### src/hw/rtl/asfm_pkg.sv
// ----------------------------------------------------------------------------
// asfm_pkg
// Types and constants of the ADC sensor fault monitor.
// ----------------------------------------------------------------------------
package asfm_pkg;

	localparam int CELLS_DEFAULT = 8;
	localparam int CELL_W        = 4;
	localparam int SAMPLE_W      = 12;
	localparam int CFG_IDX_W     = 3;

	localparam logic [SAMPLE_W-1:0] JUMP_DELTA_RST  = 12'd800;
	localparam logic [SAMPLE_W-1:0] RAIL_LOW_RST    = 12'd5;
	localparam logic [SAMPLE_W-1:0] RAIL_HIGH_RST   = 12'd4090;
	localparam logic [SAMPLE_W-1:0] RANGE_LOW_RST   = 12'd0;
	localparam logic [SAMPLE_W-1:0] RANGE_HIGH_RST  = 12'd4095;

	localparam logic [1:0] JUMP_LIMIT   = 2'd3;
	localparam logic [3:0] FROZEN_LIMIT = 4'd10;
	localparam logic [4:0] RAIL_LIMIT   = 5'd20;
	localparam logic [3:0] RANGE_LIMIT  = 4'd10;

	typedef enum logic [2:0] {
		CAUSE_NONE   = 3'd0,
		CAUSE_JUMP   = 3'd1,
		CAUSE_FROZEN = 3'd2,
		CAUSE_RAIL   = 3'd3,
		CAUSE_RANGE  = 3'd4
	} cause_t;

	typedef enum logic [CFG_IDX_W-1:0] {
		REG_JUMP_DELTA = 3'd0,
		REG_RAIL_LOW   = 3'd1,
		REG_RAIL_HIGH  = 3'd2,
		REG_RANGE_LOW  = 3'd3,
		REG_RANGE_HIGH = 3'd4,
		REG_FROZEN_EN  = 3'd5
	} cfg_idx_t;

	typedef struct packed {
		logic [SAMPLE_W-1:0] jump_delta;
		logic [SAMPLE_W-1:0] rail_low;
		logic [SAMPLE_W-1:0] rail_high;
		logic [SAMPLE_W-1:0] range_low;
		logic [SAMPLE_W-1:0] range_high;
		logic                frozen_en;
	} cfg_t;

	typedef struct packed {
		logic [SAMPLE_W-1:0] filt;
		logic                filt_valid;
		logic [SAMPLE_W-1:0] prev;
		logic                prev_valid;
		logic [1:0]          jump_run;
		logic [3:0]          frozen_run;
		logic [4:0]          rail_run;
		logic [3:0]          range_run;
	} cell_state_t;

endpackage

### src/hw/rtl/adc_sensor_fault_monitor_core.sv
// ----------------------------------------------------------------------------
// adc_sensor_fault_monitor_core
// Per-cell converter fault monitor: filter, jump, frozen, rail and range runs.
// ----------------------------------------------------------------------------
// Flow: an accepted request lands in the input register, and the cell update closes
// into the result register once the output is free or its result is taken.
// Throughput: one request per cycle while the output is not stalled; the per-cell
// state update is combinational, so back-to-back requests to the same cell need no stall.
// Reset: all cell state, the pass flag, the config registers and the valid flags return to defaults.
module adc_sensor_fault_monitor_core import asfm_pkg::*; #(
	parameter int CELLS = CELLS_DEFAULT
) (
	input  logic                 clk,
	input  logic                 arst_n,
	input  logic                 cfg_valid,
	output logic                 cfg_ready,
	input  logic [CFG_IDX_W-1:0] cfg_index,
	input  logic [SAMPLE_W-1:0]  cfg_data,
	input  logic                 in_valid,
	output logic                 in_ready,
	input  logic [CELL_W-1:0]    cell_index,
	input  logic [SAMPLE_W-1:0]  raw_sample,
	input  logic [SAMPLE_W-1:0]  voltage_sample,
	input  logic                 in_startup,
	output logic                 out_valid,
	input  logic                 out_ready,
	output logic                 pass_fault,
	output logic [2:0]           fault_cause,
	output logic                 skipped,
	output logic [SAMPLE_W-1:0]  filtered_out
);

	localparam int IDX_W = (CELLS > 1) ? $clog2(CELLS) : 1;
	localparam logic [CELL_W:0] CELLS_LIM = (CELL_W+1)'(CELLS);

	cfg_t                cfg_q;
	cell_state_t         cells_q [CELLS];
	logic                pass_faulted_q;

	logic                valid_s1;
	logic [CELL_W-1:0]   cell_s1;
	logic [SAMPLE_W-1:0] raw_s1;
	logic [SAMPLE_W-1:0] volt_s1;
	logic                startup_s1;

	logic                out_valid_q;
	logic                pass_fault_q;
	cause_t              cause_q;
	logic                skipped_q;
	logic [SAMPLE_W-1:0] filt_out_q;

	logic                advance;
	logic                in_range;
	logic [IDX_W-1:0]    idx;
	cell_state_t         cur;
	cell_state_t         nxt;
	cause_t              cell_cause;
	logic                pf_base;
	logic                run;
	logic                pf_next;
	logic [SAMPLE_W-1:0] filt_res;

	assign cfg_ready = 1'b1;

	always_ff @(posedge clk or negedge arst_n) begin
		if (!arst_n) begin
			cfg_q.jump_delta <= JUMP_DELTA_RST;
			cfg_q.rail_low   <= RAIL_LOW_RST;
			cfg_q.rail_high  <= RAIL_HIGH_RST;
			cfg_q.range_low  <= RANGE_LOW_RST;
			cfg_q.range_high <= RANGE_HIGH_RST;
			cfg_q.frozen_en  <= 1'b1;
		end else if (cfg_valid) begin
			case (cfg_index)
				REG_JUMP_DELTA: cfg_q.jump_delta <= cfg_data;
				REG_RAIL_LOW:   cfg_q.rail_low   <= cfg_data;
				REG_RAIL_HIGH:  cfg_q.rail_high  <= cfg_data;
				REG_RANGE_LOW:  cfg_q.range_low  <= cfg_data;
				REG_RANGE_HIGH: cfg_q.range_high <= cfg_data;
				REG_FROZEN_EN:  cfg_q.frozen_en  <= cfg_data[0];
				default: ;
			endcase
		end
	end

	assign advance  = valid_s1 && (!out_valid_q || out_ready);
	assign in_ready = !valid_s1 || advance;

	always_ff @(posedge clk or negedge arst_n) begin
		if (!arst_n) begin
			valid_s1 <= 1'b0;
		end else if (in_ready) begin
			valid_s1 <= in_valid;
		end
	end

	always_ff @(posedge clk) begin
		if (in_valid && in_ready) begin
			cell_s1    <= cell_index;
			raw_s1     <= raw_sample;
			volt_s1    <= voltage_sample;
			startup_s1 <= in_startup;
		end
	end

	assign in_range = {1'b0, cell_s1} < CELLS_LIM;
	assign idx      = in_range ? cell_s1[IDX_W-1:0] : '0;
	assign cur      = cells_q[idx];

	asfm_cell_judge u_judge (
		.cur   (cur),
		.cfg   (cfg_q),
		.raw   (raw_s1),
		.volt  (volt_s1),
		.nxt   (nxt),
		.cause (cell_cause)
	);

	assign pf_base = (cell_s1 == '0) ? 1'b0 : pass_faulted_q;
	assign run     = in_range && !startup_s1 && !pf_base;

	always_comb begin
		if (!in_range) begin
			pf_next  = pass_faulted_q;
			filt_res = '0;
		end else if (startup_s1) begin
			pf_next  = 1'b0;
			filt_res = cur.filt;
		end else begin
			pf_next  = run ? (cell_cause != CAUSE_NONE) : pf_base;
			filt_res = run ? nxt.filt : cur.filt;
		end
	end

	always_ff @(posedge clk or negedge arst_n) begin
		if (!arst_n) begin
			for (int i = 0; i < CELLS; i++) begin
				cells_q[i] <= '0;
			end
			pass_faulted_q <= 1'b0;
		end else if (advance) begin
			if (run) begin
				cells_q[idx] <= nxt;
			end
			pass_faulted_q <= pf_next;
		end
	end

	always_ff @(posedge clk or negedge arst_n) begin
		if (!arst_n) begin
			out_valid_q <= 1'b0;
		end else if (advance) begin
			out_valid_q <= 1'b1;
		end else if (out_ready) begin
			out_valid_q <= 1'b0;
		end
	end

	always_ff @(posedge clk) begin
		if (advance) begin
			pass_fault_q <= pf_next;
			cause_q      <= run ? cell_cause : CAUSE_NONE;
			skipped_q    <= !run;
			filt_out_q   <= filt_res;
		end
	end

	assign out_valid    = out_valid_q;
	assign pass_fault   = pass_fault_q;
	assign fault_cause  = cause_q;
	assign skipped      = skipped_q;
	assign filtered_out = filt_out_q;

endmodule

### src/hw/rtl/asfm_cell_judge.sv
// ----------------------------------------------------------------------------
// asfm_cell_judge
// One-cell step: filter update and the four saturating fault run counters.
// ----------------------------------------------------------------------------
module asfm_cell_judge import asfm_pkg::*; (
	input  cell_state_t         cur,
	input  cfg_t                cfg,
	input  logic [SAMPLE_W-1:0] raw,
	input  logic [SAMPLE_W-1:0] volt,
	output cell_state_t         nxt,
	output cause_t              cause
);

	logic [SAMPLE_W+1:0] f_sum;
	logic [SAMPLE_W-1:0] f;
	logic [SAMPLE_W-1:0] diff;
	logic                jump_hit, frozen_hit, rail_hit, range_hit;
	logic [1:0]          jr_inc, jr_new;
	logic [3:0]          fr_inc, fr_new;
	logic [4:0]          rl_inc, rl_new;
	logic [3:0]          rg_inc, rg_new;
	logic                jump_fault, frozen_fault, rail_fault, range_fault;
	logic                checks_ok;

	assign f_sum = {2'b00, cur.filt} + {1'b0, cur.filt, 1'b0} + {2'b00, raw};
	assign f     = cur.filt_valid ? f_sum[SAMPLE_W+1:2] : raw;
	assign diff  = (f >= cur.prev) ? (f - cur.prev) : (cur.prev - f);

	assign jump_hit   = diff > cfg.jump_delta;
	assign frozen_hit = cfg.frozen_en && (diff <= 12'd1);
	assign rail_hit   = (f <= cfg.rail_low) || (f >= cfg.rail_high);
	assign range_hit  = (volt < cfg.range_low) || (volt > cfg.range_high);

	assign jr_inc = (cur.jump_run < JUMP_LIMIT) ? cur.jump_run + 2'd1 : cur.jump_run;
	assign fr_inc = (cur.frozen_run < FROZEN_LIMIT) ? cur.frozen_run + 4'd1 : cur.frozen_run;
	assign rl_inc = (cur.rail_run < RAIL_LIMIT) ? cur.rail_run + 5'd1 : cur.rail_run;
	assign rg_inc = (cur.range_run < RANGE_LIMIT) ? cur.range_run + 4'd1 : cur.range_run;

	assign jr_new = jump_hit ? jr_inc : 2'd0;
	assign fr_new = frozen_hit ? fr_inc : 4'd0;
	assign rl_new = rail_hit ? rl_inc : 5'd0;
	assign rg_new = range_hit ? rg_inc : 4'd0;

	assign jump_fault   = jump_hit && (jr_inc >= JUMP_LIMIT);
	assign frozen_fault = frozen_hit && (fr_inc >= FROZEN_LIMIT);
	assign rail_fault   = rail_hit && (rl_inc >= RAIL_LIMIT);
	assign range_fault  = range_hit && (rg_inc >= RANGE_LIMIT);

	always_comb begin
		nxt            = cur;
		nxt.filt       = f;
		nxt.filt_valid = 1'b1;
		cause          = CAUSE_NONE;
		checks_ok      = 1'b1;
		if (cur.prev_valid) begin
			nxt.jump_run = jr_new;
			if (jump_fault) begin
				cause     = CAUSE_JUMP;
				checks_ok = 1'b0;
			end else begin
				nxt.frozen_run = fr_new;
				if (frozen_fault) begin
					cause     = CAUSE_FROZEN;
					checks_ok = 1'b0;
				end
			end
		end
		if (checks_ok) begin
			nxt.prev       = f;
			nxt.prev_valid = 1'b1;
			nxt.rail_run   = rl_new;
			if (rail_fault) begin
				cause = CAUSE_RAIL;
			end else begin
				nxt.range_run = rg_new;
				if (range_fault) begin
					cause = CAUSE_RANGE;
				end
			end
		end
	end

endmodule

### config.mk
export PLATFORM = sky130hd
export DESIGN_NAME = adc_sensor_fault_monitor_core
export DESIGN_NICKNAME = d
export VERILOG_FILES = /design/src/hw/rtl/asfm_pkg.sv /design/src/hw/rtl/adc_sensor_fault_monitor_core.sv /design/src/hw/rtl/asfm_cell_judge.sv
export SDC_FILE = /design/constraint.sdc
export NUM_CORES = 1
export LEC_CHECK = 0
export BUFFER_PORTS_ARGS = -buffer_cell sky130_fd_sc_hd__buf_2
export CAP_MARGIN = 0
export CORE_MARGIN = 3
export CORE_UTILIZATION = 48
export CTS_BUF_LIST = sky130_fd_sc_hd__clkbuf_4 sky130_fd_sc_hd__clkbuf_8
export CTS_CLUSTER_SIZE = 40
export DETAILED_ROUTE_END_ITERATION = 12
export PLACE_DENSITY_LB_ADDON = 0.25
export SYNTH_ARGS = -nofsm -noshare
export SYNTH_HDL_FRONTEND = slang
export SYNTH_SLANG_ARGS = --single-unit
### constraint.sdc
create_clock -name clk -period 9.2 [get_ports clk]
set_input_delay 1.38 -clock clk [delete_from_list [all_inputs] [get_ports clk]]
set_output_delay 1.38 -clock clk [all_outputs]
set_load 0.005 [all_outputs]
==> After elaboration in Yosys (flattened, before gate mapping) <==
Cells that the tools add are included.
{ "word_totals": {"output_inout_bits": 20, "register_bits": 438, "input_bits": 49, "wordCells": 182} }
{ "classes": {"n_mux": 39, "addsub": 8, "reduce_logical": 30, "n_lt_le_gt_ge": 18, "bitwise": 1, "eq_ne": 5} }
{ "op_table": {"columns": ["operator", "count"], "rows": [
  ["bitwise mux 328 bit", 1],
  ["binary-select mux 41 bit (select 3 bit)", 1],
  ["demux 41 bit (select 3 bit)", 1],
  ["two-way mux 41 bit", 3],
  ["two-way mux 12 bit", 4],
  ["greater-or-equal comparator 12 bit", 2],
  ["greater-than comparator 12 bit", 2],
  ["two-way mux 4 bit", 6],
  ["subtractor 12 bit", 2],
  ["two-way mux 3 bit", 6],
  ["adder 12 x 13 -> 14 bit", 1],
  ["adder 14 x 12 -> 14 bit", 1],
  ["AND reduction 2 bit", 7],
  ["two-way mux 13 bit", 1],
  ["greater-or-equal comparator 4 bit, second input constant", 3],
  ["less-or-equal comparator 12 x 1 -> 1 bit, second input constant", 1],
  ["less-or-equal comparator 12 bit", 1],
  ["< comparator 12 bit", 1],
  ["< comparator 4 bit, second input constant", 3],
  ["logical AND 1 bit", 10],
  ["two-way mux 5 bit", 2],
  ["two-way mux 1 bit", 9],
  ["two-way mux 9 bit", 1],
  ["adder 4 x 1 -> 4 bit, second input constant", 2],
  ["other kinds (19)", 30]
]} }

==> Depth between registers and ports, before layout <==
{ "logic_depth": {"depth_word": 24, "depth_mapped": 44, "ltp_nobuf": 39} }

==> Cells and area by module <==
From an unflattened synthesis, not the netlist that was laid out.
{ "unflattened": {"hier_cells": 1836, "hier_area_um2": 22860.7} }
{ "by_module_without_submodules": {"columns": ["module", "cells_each", "seq_area_each_um2", "area_each_um2", "n_inst"], "rows": [
  ["adc_sensor_fault_monitor_core", 1242, 11225.8, 18356.4, 1],
  ["asfm_cell_judge", 594, 0.0, 4504.3, 1]
]} }

==> Worst setup path after synthesis <==
OpenSTA, ideal clock, no wires.
{ "synth_path": {"path_kind": "register -> register", "from": "reg cell_s1[2]", "to": "reg cells_q[123] (netlist name)", "arrival_time_ns": 8.732, "path_stages_with_launch": 38, "setup_time_ns": 0.125, "slack_ns": 0.343, "path_buffers": 7, "cell_sequence": "edfxtp_1 > buf_4 > buf_6 > buf_4 > buf_2 > buf_1 > nand3b_1 > o22ai_1 > nor4_1 > o21ai_0 > fa_1 > inv_1 > ha_1 > a21o_1 > a21o_1 > a211o_1 > a311o_1 > a21oi_1 > [2 not listed] > a21oi_1 > o211ai_1 > a21o_2 > nor2_4 > mux2i_1 > xor2_1 > inv_1 > ha_1 > a21o_1 > a21o_1 > a2111oi_0 > nor2_1 > and3_1 > clkbuf_1 > or2_4 > o31ai_4 > o41ai_4 > mux2_2"} }
{ "synth_via": {"elab_chain_len": 19, "word_cells_on_any_way": 55, "cone_classes": "add/sub (8); order compare (15); mux (20); bitwise (1); reduce/logical (11)"} }
{ "synth_rtl": {"columns": ["element", "line", "rtl"], "rows": [
  ["start: declaration", "adc_sensor_fault_monitor_core.sv:41", "logic [CELL_W-1:0] cell_s1;"],
  ["start signal: assignment", "adc_sensor_fault_monitor_core.sv:99", "cell_s1 <= cell_index;"],
  ["< comparator 4 bit", "adc_sensor_fault_monitor_core.sv:106", "assign in_range = {1'b0, cell_s1} < CELLS_LIM;"],
  ["two-way mux 3 bit", "adc_sensor_fault_monitor_core.sv:107", "assign idx = in_range ? cell_s1[IDX_W-1:0] : '0;"],
  ["inverter 3 -> 4 bit (not written as such)", "adc_sensor_fault_monitor_core.sv:108, adc_sensor_fault_monitor_core.sv:143", null],
  ["binary-select mux 41 bit (select 3 bit)", "adc_sensor_fault_monitor_core.sv:108", "assign cur = cells_q[idx];"],
  ["two-way mux 41 bit (not written as such) (2 in a row)", "adc_sensor_fault_monitor_core.sv:108", null],
  ["adder 12 x 13 -> 14 bit", "asfm_cell_judge.sv:25", "assign f_sum = {2'b00, cur.filt} + {1'b0, cur.filt, 1'b0} + {2'b00, raw};"],
  ["adder 14 x 12 -> 14 bit", "asfm_cell_judge.sv:25", null],
  ["two-way mux 12 bit", "asfm_cell_judge.sv:26", "assign f = cur.filt_valid ? f_sum[SAMPLE_W+1:2] : raw;"],
  ["[2 not listed]", null, null],
  ["less-or-equal comparator 12 x 1 -> 1 bit", "asfm_cell_judge.sv:30", "assign frozen_hit = cfg.frozen_en && (diff <= 12'd1);"],
  ["logical AND 1 bit", "asfm_cell_judge.sv:30", null],
  ["logical AND 1 bit", "asfm_cell_judge.sv:45", "assign frozen_fault = frozen_hit && (fr_inc >= FROZEN_LIMIT);"],
  ["two-way mux 1 bit", "asfm_cell_judge.sv:62", "if (frozen_fault) begin"],
  ["two-way mux 1 bit", "asfm_cell_judge.sv:57", "if (jump_fault) begin"],
  ["two-way mux 1 bit", "asfm_cell_judge.sv:55", "if (cur.prev_valid) begin"],
  ["two-way mux 9 bit", "asfm_cell_judge.sv:68", "if (checks_ok) begin"],
  ["bitwise mux 328 bit", "adc_sensor_fault_monitor_core.sv:143", "cells_q[idx] <= nxt;"],
  ["end signal: indexed assignment", "adc_sensor_fault_monitor_core.sv:143", null],
  ["end: declaration", "adc_sensor_fault_monitor_core.sv:37", "cell_state_t cells_q [CELLS];"]
]} }
Several ways; a longest one is shown, not always the timed one. The select of a mux whose other input is x is not followed.
A chain may end at the register's enable or synchronous reset.

==> Worst setup path after layout <==
{ "layout_path": {"from": "reg cell_s1[2]", "to": "reg cells_q[124] (netlist name)"} }
The elaborated chain is that of the path after synthesis.

==> results.txt <==
The area overhead of the layout relative to synthesis is 13.20%. After Yosys synthesis, full adders, half adders and majority gates account for around 6.5% of the synthesized area. Entering global routing, the biggest net connects 160 pins. In the finished design, the share of the clock period the worst path needs comes to between 90% and 100%. The switching power total is 3.874 mW.

The reported leakage power came out at about 12 nW. The final RePlAce weighted congestion came out at 0.9604. The total negative setup slack is 0 ns. In this run switching power makes up a little over two fifths of total power. The most numerous cell type found on the critical path is sky130_fd_sc_hd__a21o_1. The detailed-route wire length is about 65,000 um. The synthesized design contains 46 enable-type register cells.

In this design, the stage delay of the slowest critical-path cell is ~0.55 ns. The worst register-to-register path begins at cell_s1[2]. Hold is met by roughly 0.47 ns. The flow ran to the end, and the final reports show no timing, DRC or antenna violations. Setup repair after global routing left no endpoint under its margin. From left edge to right edge, the die measures between 200 and 250 um.

The relative contribution of sequential cells to total power is between 20 and 30%. Tracing the worst setup path back leads to its startpoint at cell_s1[2]. Summing all placed instances gives a cell area of 0.02385 mm^2. Of all cell types, the one taking the most synthesized area is sky130_fd_sc_hd__dfrtp_1. Sorting the synthesized cells by how often they occur yields sky130_fd_sc_hd__nand2_1 (382), sky130_fd_sc_hd__dfrtp_1 (364), sky130_fd_sc_hd__o21ai_0 (201).

The utilization after layout is roughly 56%. The number of detailed-routing iterations run before antenna repair came out at 6. The cell area after layout came out at 0.02564 mm^2. Combinational cells account for 50.0% of the total power.

Of the total synthesized cell area, the portion taken by AND, OR, NAND and NOR gates is 13.00%. The number of vias in the routed layout came out at 17,650. The headroom to the max-slew limit is between 20% and 30%. After synthesis, the largest family of logic cells by area is compound AO/OA/AOI/OAI gates. The internal portion of total power came out at between 5 and 6 mW. The antenna diode instance count is 0. The post-detailed-route count of antenna-violating nets is 0. The net count of the mapped netlist came out at around 2,400. The maximum root-to-sink buffer count came out at 3. The final number of hold-violating endpoints came out at 0. The mean instance size in the synthesized netlist is between 10 and 15 um^2. The number of CTS-inserted buffers is 76.

In this run the worst path has a maximum fanout of 12. The number of placed cells counting well taps came out at around 2,900. The final count of pins violating max slew is 0.

The share of the yosys chip area belonging to registers is ~50%. The number of cells on the worst reg-to-reg path came out at 32. The part of the total power dissipated in the clock network is 20.9%.

The slew at the pin with the worst max-slew slack is roughly 1.1 ns. The first global-routing pass estimated ~100,000 um of wire. In the post-synthesis netlist, the biggest area contributors are sky130_fd_sc_hd__dfrtp_1 (40%), sky130_fd_sc_hd__nand2_1 (6.3%), sky130_fd_sc_hd__edfxtp_1 (6.1%). The arrival time of data at the critical path endpoint came out at 9.11 ns. The starting density of the core is between 40% and 50%.

The storage element area is 0.01123 mm^2. In the routed layout, each cell is associated on average with a via count of between 5 and 6. The die area came out at around 0.050 mm^2.

The HPWL after detailed placement is between 40,000 and 50,000 um. The multiplexer share of the synthesized area is under 10%. The fraction of layout cells with a size suffix above 1 came out at between 20% and 30%. The hold path depth came out at 1. The area share of the leading cell type in the synthesized netlist is between 40% and 50%.

Clock-pin slew was measured on the worst setup and hold paths at approximately 0.060 ns. The smallest clock period supported by the final layout is computed as 8.620 ns. The dominant cell by count in the synthesized netlist is sky130_fd_sc_hd__nand2_1.

The number of max-capacitance violations reported came out at 0. Dividing the detail-routed wire length by the instance count gives about 22 um. The number of filler instances in the final layout is between 3,000 and 4,000. The synthesized instance count came out at between 2,000 and 2,500. During synthesis, Yosys emitted a total of 0 warnings.

For this design, the sink count on the clock tree is 438. In the synthesized netlist the dominant register cell turns out to be sky130_fd_sc_hd__dfrtp_1. The total power divided by cell area is approximately 360 mW/mm^2.

The worst setup path is of the reg -> reg kind. The count of buffers inserted at the top-level ports is 67. For this block, the initial DRC count from the detailed router was between 1,000 and 1,500. On the critical path, the stage with the largest delay is an instance of sky130_fd_sc_hd__fa_1. The top achievable clock speed is between 100 and 150 MHz. The clock latency reported for the late side of the worst-skew pair is around 0.67 ns. The post-layout instance count excluding filler cells is approximately 3,000. The top-level I/O count is 69. The clock tree synthesis step divided the H-tree into 3 levels. The number of failing setup endpoints in the final timing report came out at 0. The number of antenna violations at the first check in global routing came out at 0. In the routed design, unresolved DRC markers number 0. The path class of the tightest hold or removal check is reg -> reg. Synthesis inferred ~440 register bits. The mapped netlist covers 0.02265 mm^2.

The data required time at the worst endpoint came out at slightly below 10 ns. The placeable core area is between 0.04 and 0.05 mm^2. The number of global-route vias before repair came to between 15,000 and 20,000. STA classifies the critical path startpoint as a flip-flop. The multi-input combinational cell area came out at between 0.01 and 0.015 mm^2. The number of hold-repair buffers added at the cts stage is 0. The number of placement rows is between 70 and 80.

The reg2reg setup slack came out at just under 0.6 ns. STA classifies the critical path endpoint as a flip-flop. The worst reg2reg path endpoint is cells_q[124].

Summing the areas of all compound-gate instances in the mapped netlist gives 18.00% of the synthesized area. After Yosys synthesis, XOR and XNOR cells account for 0.5414% of the synthesized area. The count of unique library cells instantiated by Yosys came out at 107. TritonCTS built the clock tree. The final layout contains approximately 2,500 nets.

The tree is rooted in a sky130_fd_sc_hd__clkbuf_8. The worst setup skew after layout came out at roughly 0.034 ns. The final global-route overflow total is 0. The die is 223.2 um tall. The worst IR drop on VDD came out at between 0.2 and 0.25 mV.

The async set-reset flop share out of synthesis is roughly nine tenths. The most critical setup path has its endpoint at cells_q[124]. The global routing usage summed across all routing layers is roughly a quarter.
[worst min-delay path by stage]
stage / startpoint / endpoint / slack [ns]
3_5_place_dp: cells_q[110] / cells_q[110] / 0.45
6_report: cells_q[233] / cells_q[233] / 0.47
5_1_grt: cells_q[276] / cells_q[276] / 0.48
4_1_cts: cells_q[110] / cells_q[110] / 0.47
3_3_place_gp: cells_q[110] / cells_q[110] / 0.45
2_1_floorplan: cells_q[110] / cells_q[110] / 0.43
[final cells by class]
class / count / area share [%]
inverters: 136 / 1.991
repair buffers: 146 / 3.787
multi-input cells: 1557 / 41.08
well taps: 600 / 2.928
flip-flops and latches: 438 / 43.79
clock inverters: 9 / 0.3563
clock buffers: 130 / 6.076
[power groups by stage]
stage	Combinational, mW	Sequential (mW)	Clock, mW
finish	4.56	2.65	1.91
global route	5.07	2.70	2.04
CTS	4.44	2.65	1.95
detailed placement	4.41	2.68	0
global placement	4.37	2.66	0
floorplan	3.16	2.62	0
[layer usage]
layer | vias up | part of all wire (%) | track usage [%]
met5 | - | 0 | 0
met4 | 0 | 3.2 | 9.372
met3 | 141 | 7.0 | 5.105
met2 | 642 | 46 | 41.93
met1 | 8683 | 44 | 36.16
li1 | 8184 | - | -
[kinds of logic (layout without fill, tap and decap cells)]
logic type               after synthesis  after routing
adder cells (fa/ha/maj)              109            109
other                                  1              1
flip-flops                           438            438
buffers and inverters                268            421
XOR/XNOR                              14             14
AND/OR/NAND/NOR                      645            645
multiplexers                         146            146
AO/OA/AOI/OAI                        642            642
[critical path, delay by kind of cell, from the launching register on]
kind / cells / cell delay, ns
compound gates: 16 / 3.95
simple gates: 7 / 1.59
flops: 1 / 0.52
fa+ha+maj: 4 / 1.51
mux: 1 / 0.23
xor+xnor: 1 / 0.26
buf+inv: 3 / 0.33
[sequential cells by signal (all words and copies together), names as in the netlist]
name	cells
cell_s1	4
cells_q	328
cfg_q	61
fault_cause	3
filtered_out	12
out_valid	1
pass_fault	1
pass_faulted_q	1
raw_s1	12
skipped	1
startup_s1	1
valid_s1	1
volt_s1	12
[stage by stage]
step | power [mW] | setup slack [ns]
after CTS | 9.037 | 0.01184
after global routing | 9.814 | 0.07905
after detailed placement | 7.089 | 0.01524
after floorplan | 5.777 | 0.3430
after global placement | 7.027 | -0.05347
final | 9.119 | 0.5805
[layout by cell type, fill, tap and decap left out, types with 7 or more instances in the layout]
| cell type | synthesis | routed |
|---|---|---|
| sky130_fd_sc_hd__a211oi_1 | 10 | 10 |
| sky130_fd_sc_hd__a21o_1 | 15 | 15 |
| sky130_fd_sc_hd__a21oi_1 | 91 | 89 |
| sky130_fd_sc_hd__a222oi_1 | 12 | 12 |
| sky130_fd_sc_hd__a22oi_1 | 44 | 44 |
| sky130_fd_sc_hd__and3_1 | 9 | 8 |
| sky130_fd_sc_hd__buf_2 | 15 | 66 |
| sky130_fd_sc_hd__buf_4 | 7 | 75 |
| sky130_fd_sc_hd__clkbuf_4 | 0 | 37 |
| sky130_fd_sc_hd__clkbuf_8 | 0 | 93 |
| sky130_fd_sc_hd__dfrtp_1 | 364 | 364 |
| sky130_fd_sc_hd__dfstp_2 | 28 | 28 |
| sky130_fd_sc_hd__edfxtp_1 | 46 | 46 |
| sky130_fd_sc_hd__fa_1 | 13 | 13 |
| sky130_fd_sc_hd__ha_1 | 96 | 94 |
| sky130_fd_sc_hd__inv_1 | 133 | 133 |
| sky130_fd_sc_hd__mux2_2 | 92 | 92 |
| sky130_fd_sc_hd__mux2i_1 | 40 | 39 |
| sky130_fd_sc_hd__mux2i_4 | 7 | 8 |
| sky130_fd_sc_hd__nand2_1 | 382 | 372 |
| sky130_fd_sc_hd__nand2_2 | 2 | 12 |
| sky130_fd_sc_hd__nand2b_1 | 29 | 28 |
| sky130_fd_sc_hd__nand3_1 | 20 | 20 |
| sky130_fd_sc_hd__nand3b_1 | 7 | 7 |
| sky130_fd_sc_hd__nand4_1 | 14 | 14 |
| sky130_fd_sc_hd__nor2_1 | 91 | 80 |
| sky130_fd_sc_hd__nor2_2 | 0 | 11 |
| sky130_fd_sc_hd__nor2b_1 | 13 | 13 |
| sky130_fd_sc_hd__nor3_1 | 20 | 16 |
| sky130_fd_sc_hd__o2111ai_1 | 11 | 11 |
| sky130_fd_sc_hd__o21a_1 | 18 | 18 |
| sky130_fd_sc_hd__o21ai_0 | 201 | 195 |
| sky130_fd_sc_hd__o21ai_1 | 108 | 112 |
| sky130_fd_sc_hd__o22ai_1 | 39 | 39 |
| sky130_fd_sc_hd__o31a_1 | 7 | 7 |
| sky130_fd_sc_hd__o31ai_1 | 7 | 7 |
| sky130_fd_sc_hd__xnor2_1 | 10 | 10 |
[repair_timing]
item                                    4_1_cts  5_1_grt
gates resized for setup                       2       29
setup buffers                                 0        5
pin swaps                                     0        4
endpoints found under the setup margin       23      220
Note: power is estimated with default switching activity, not from simulation.
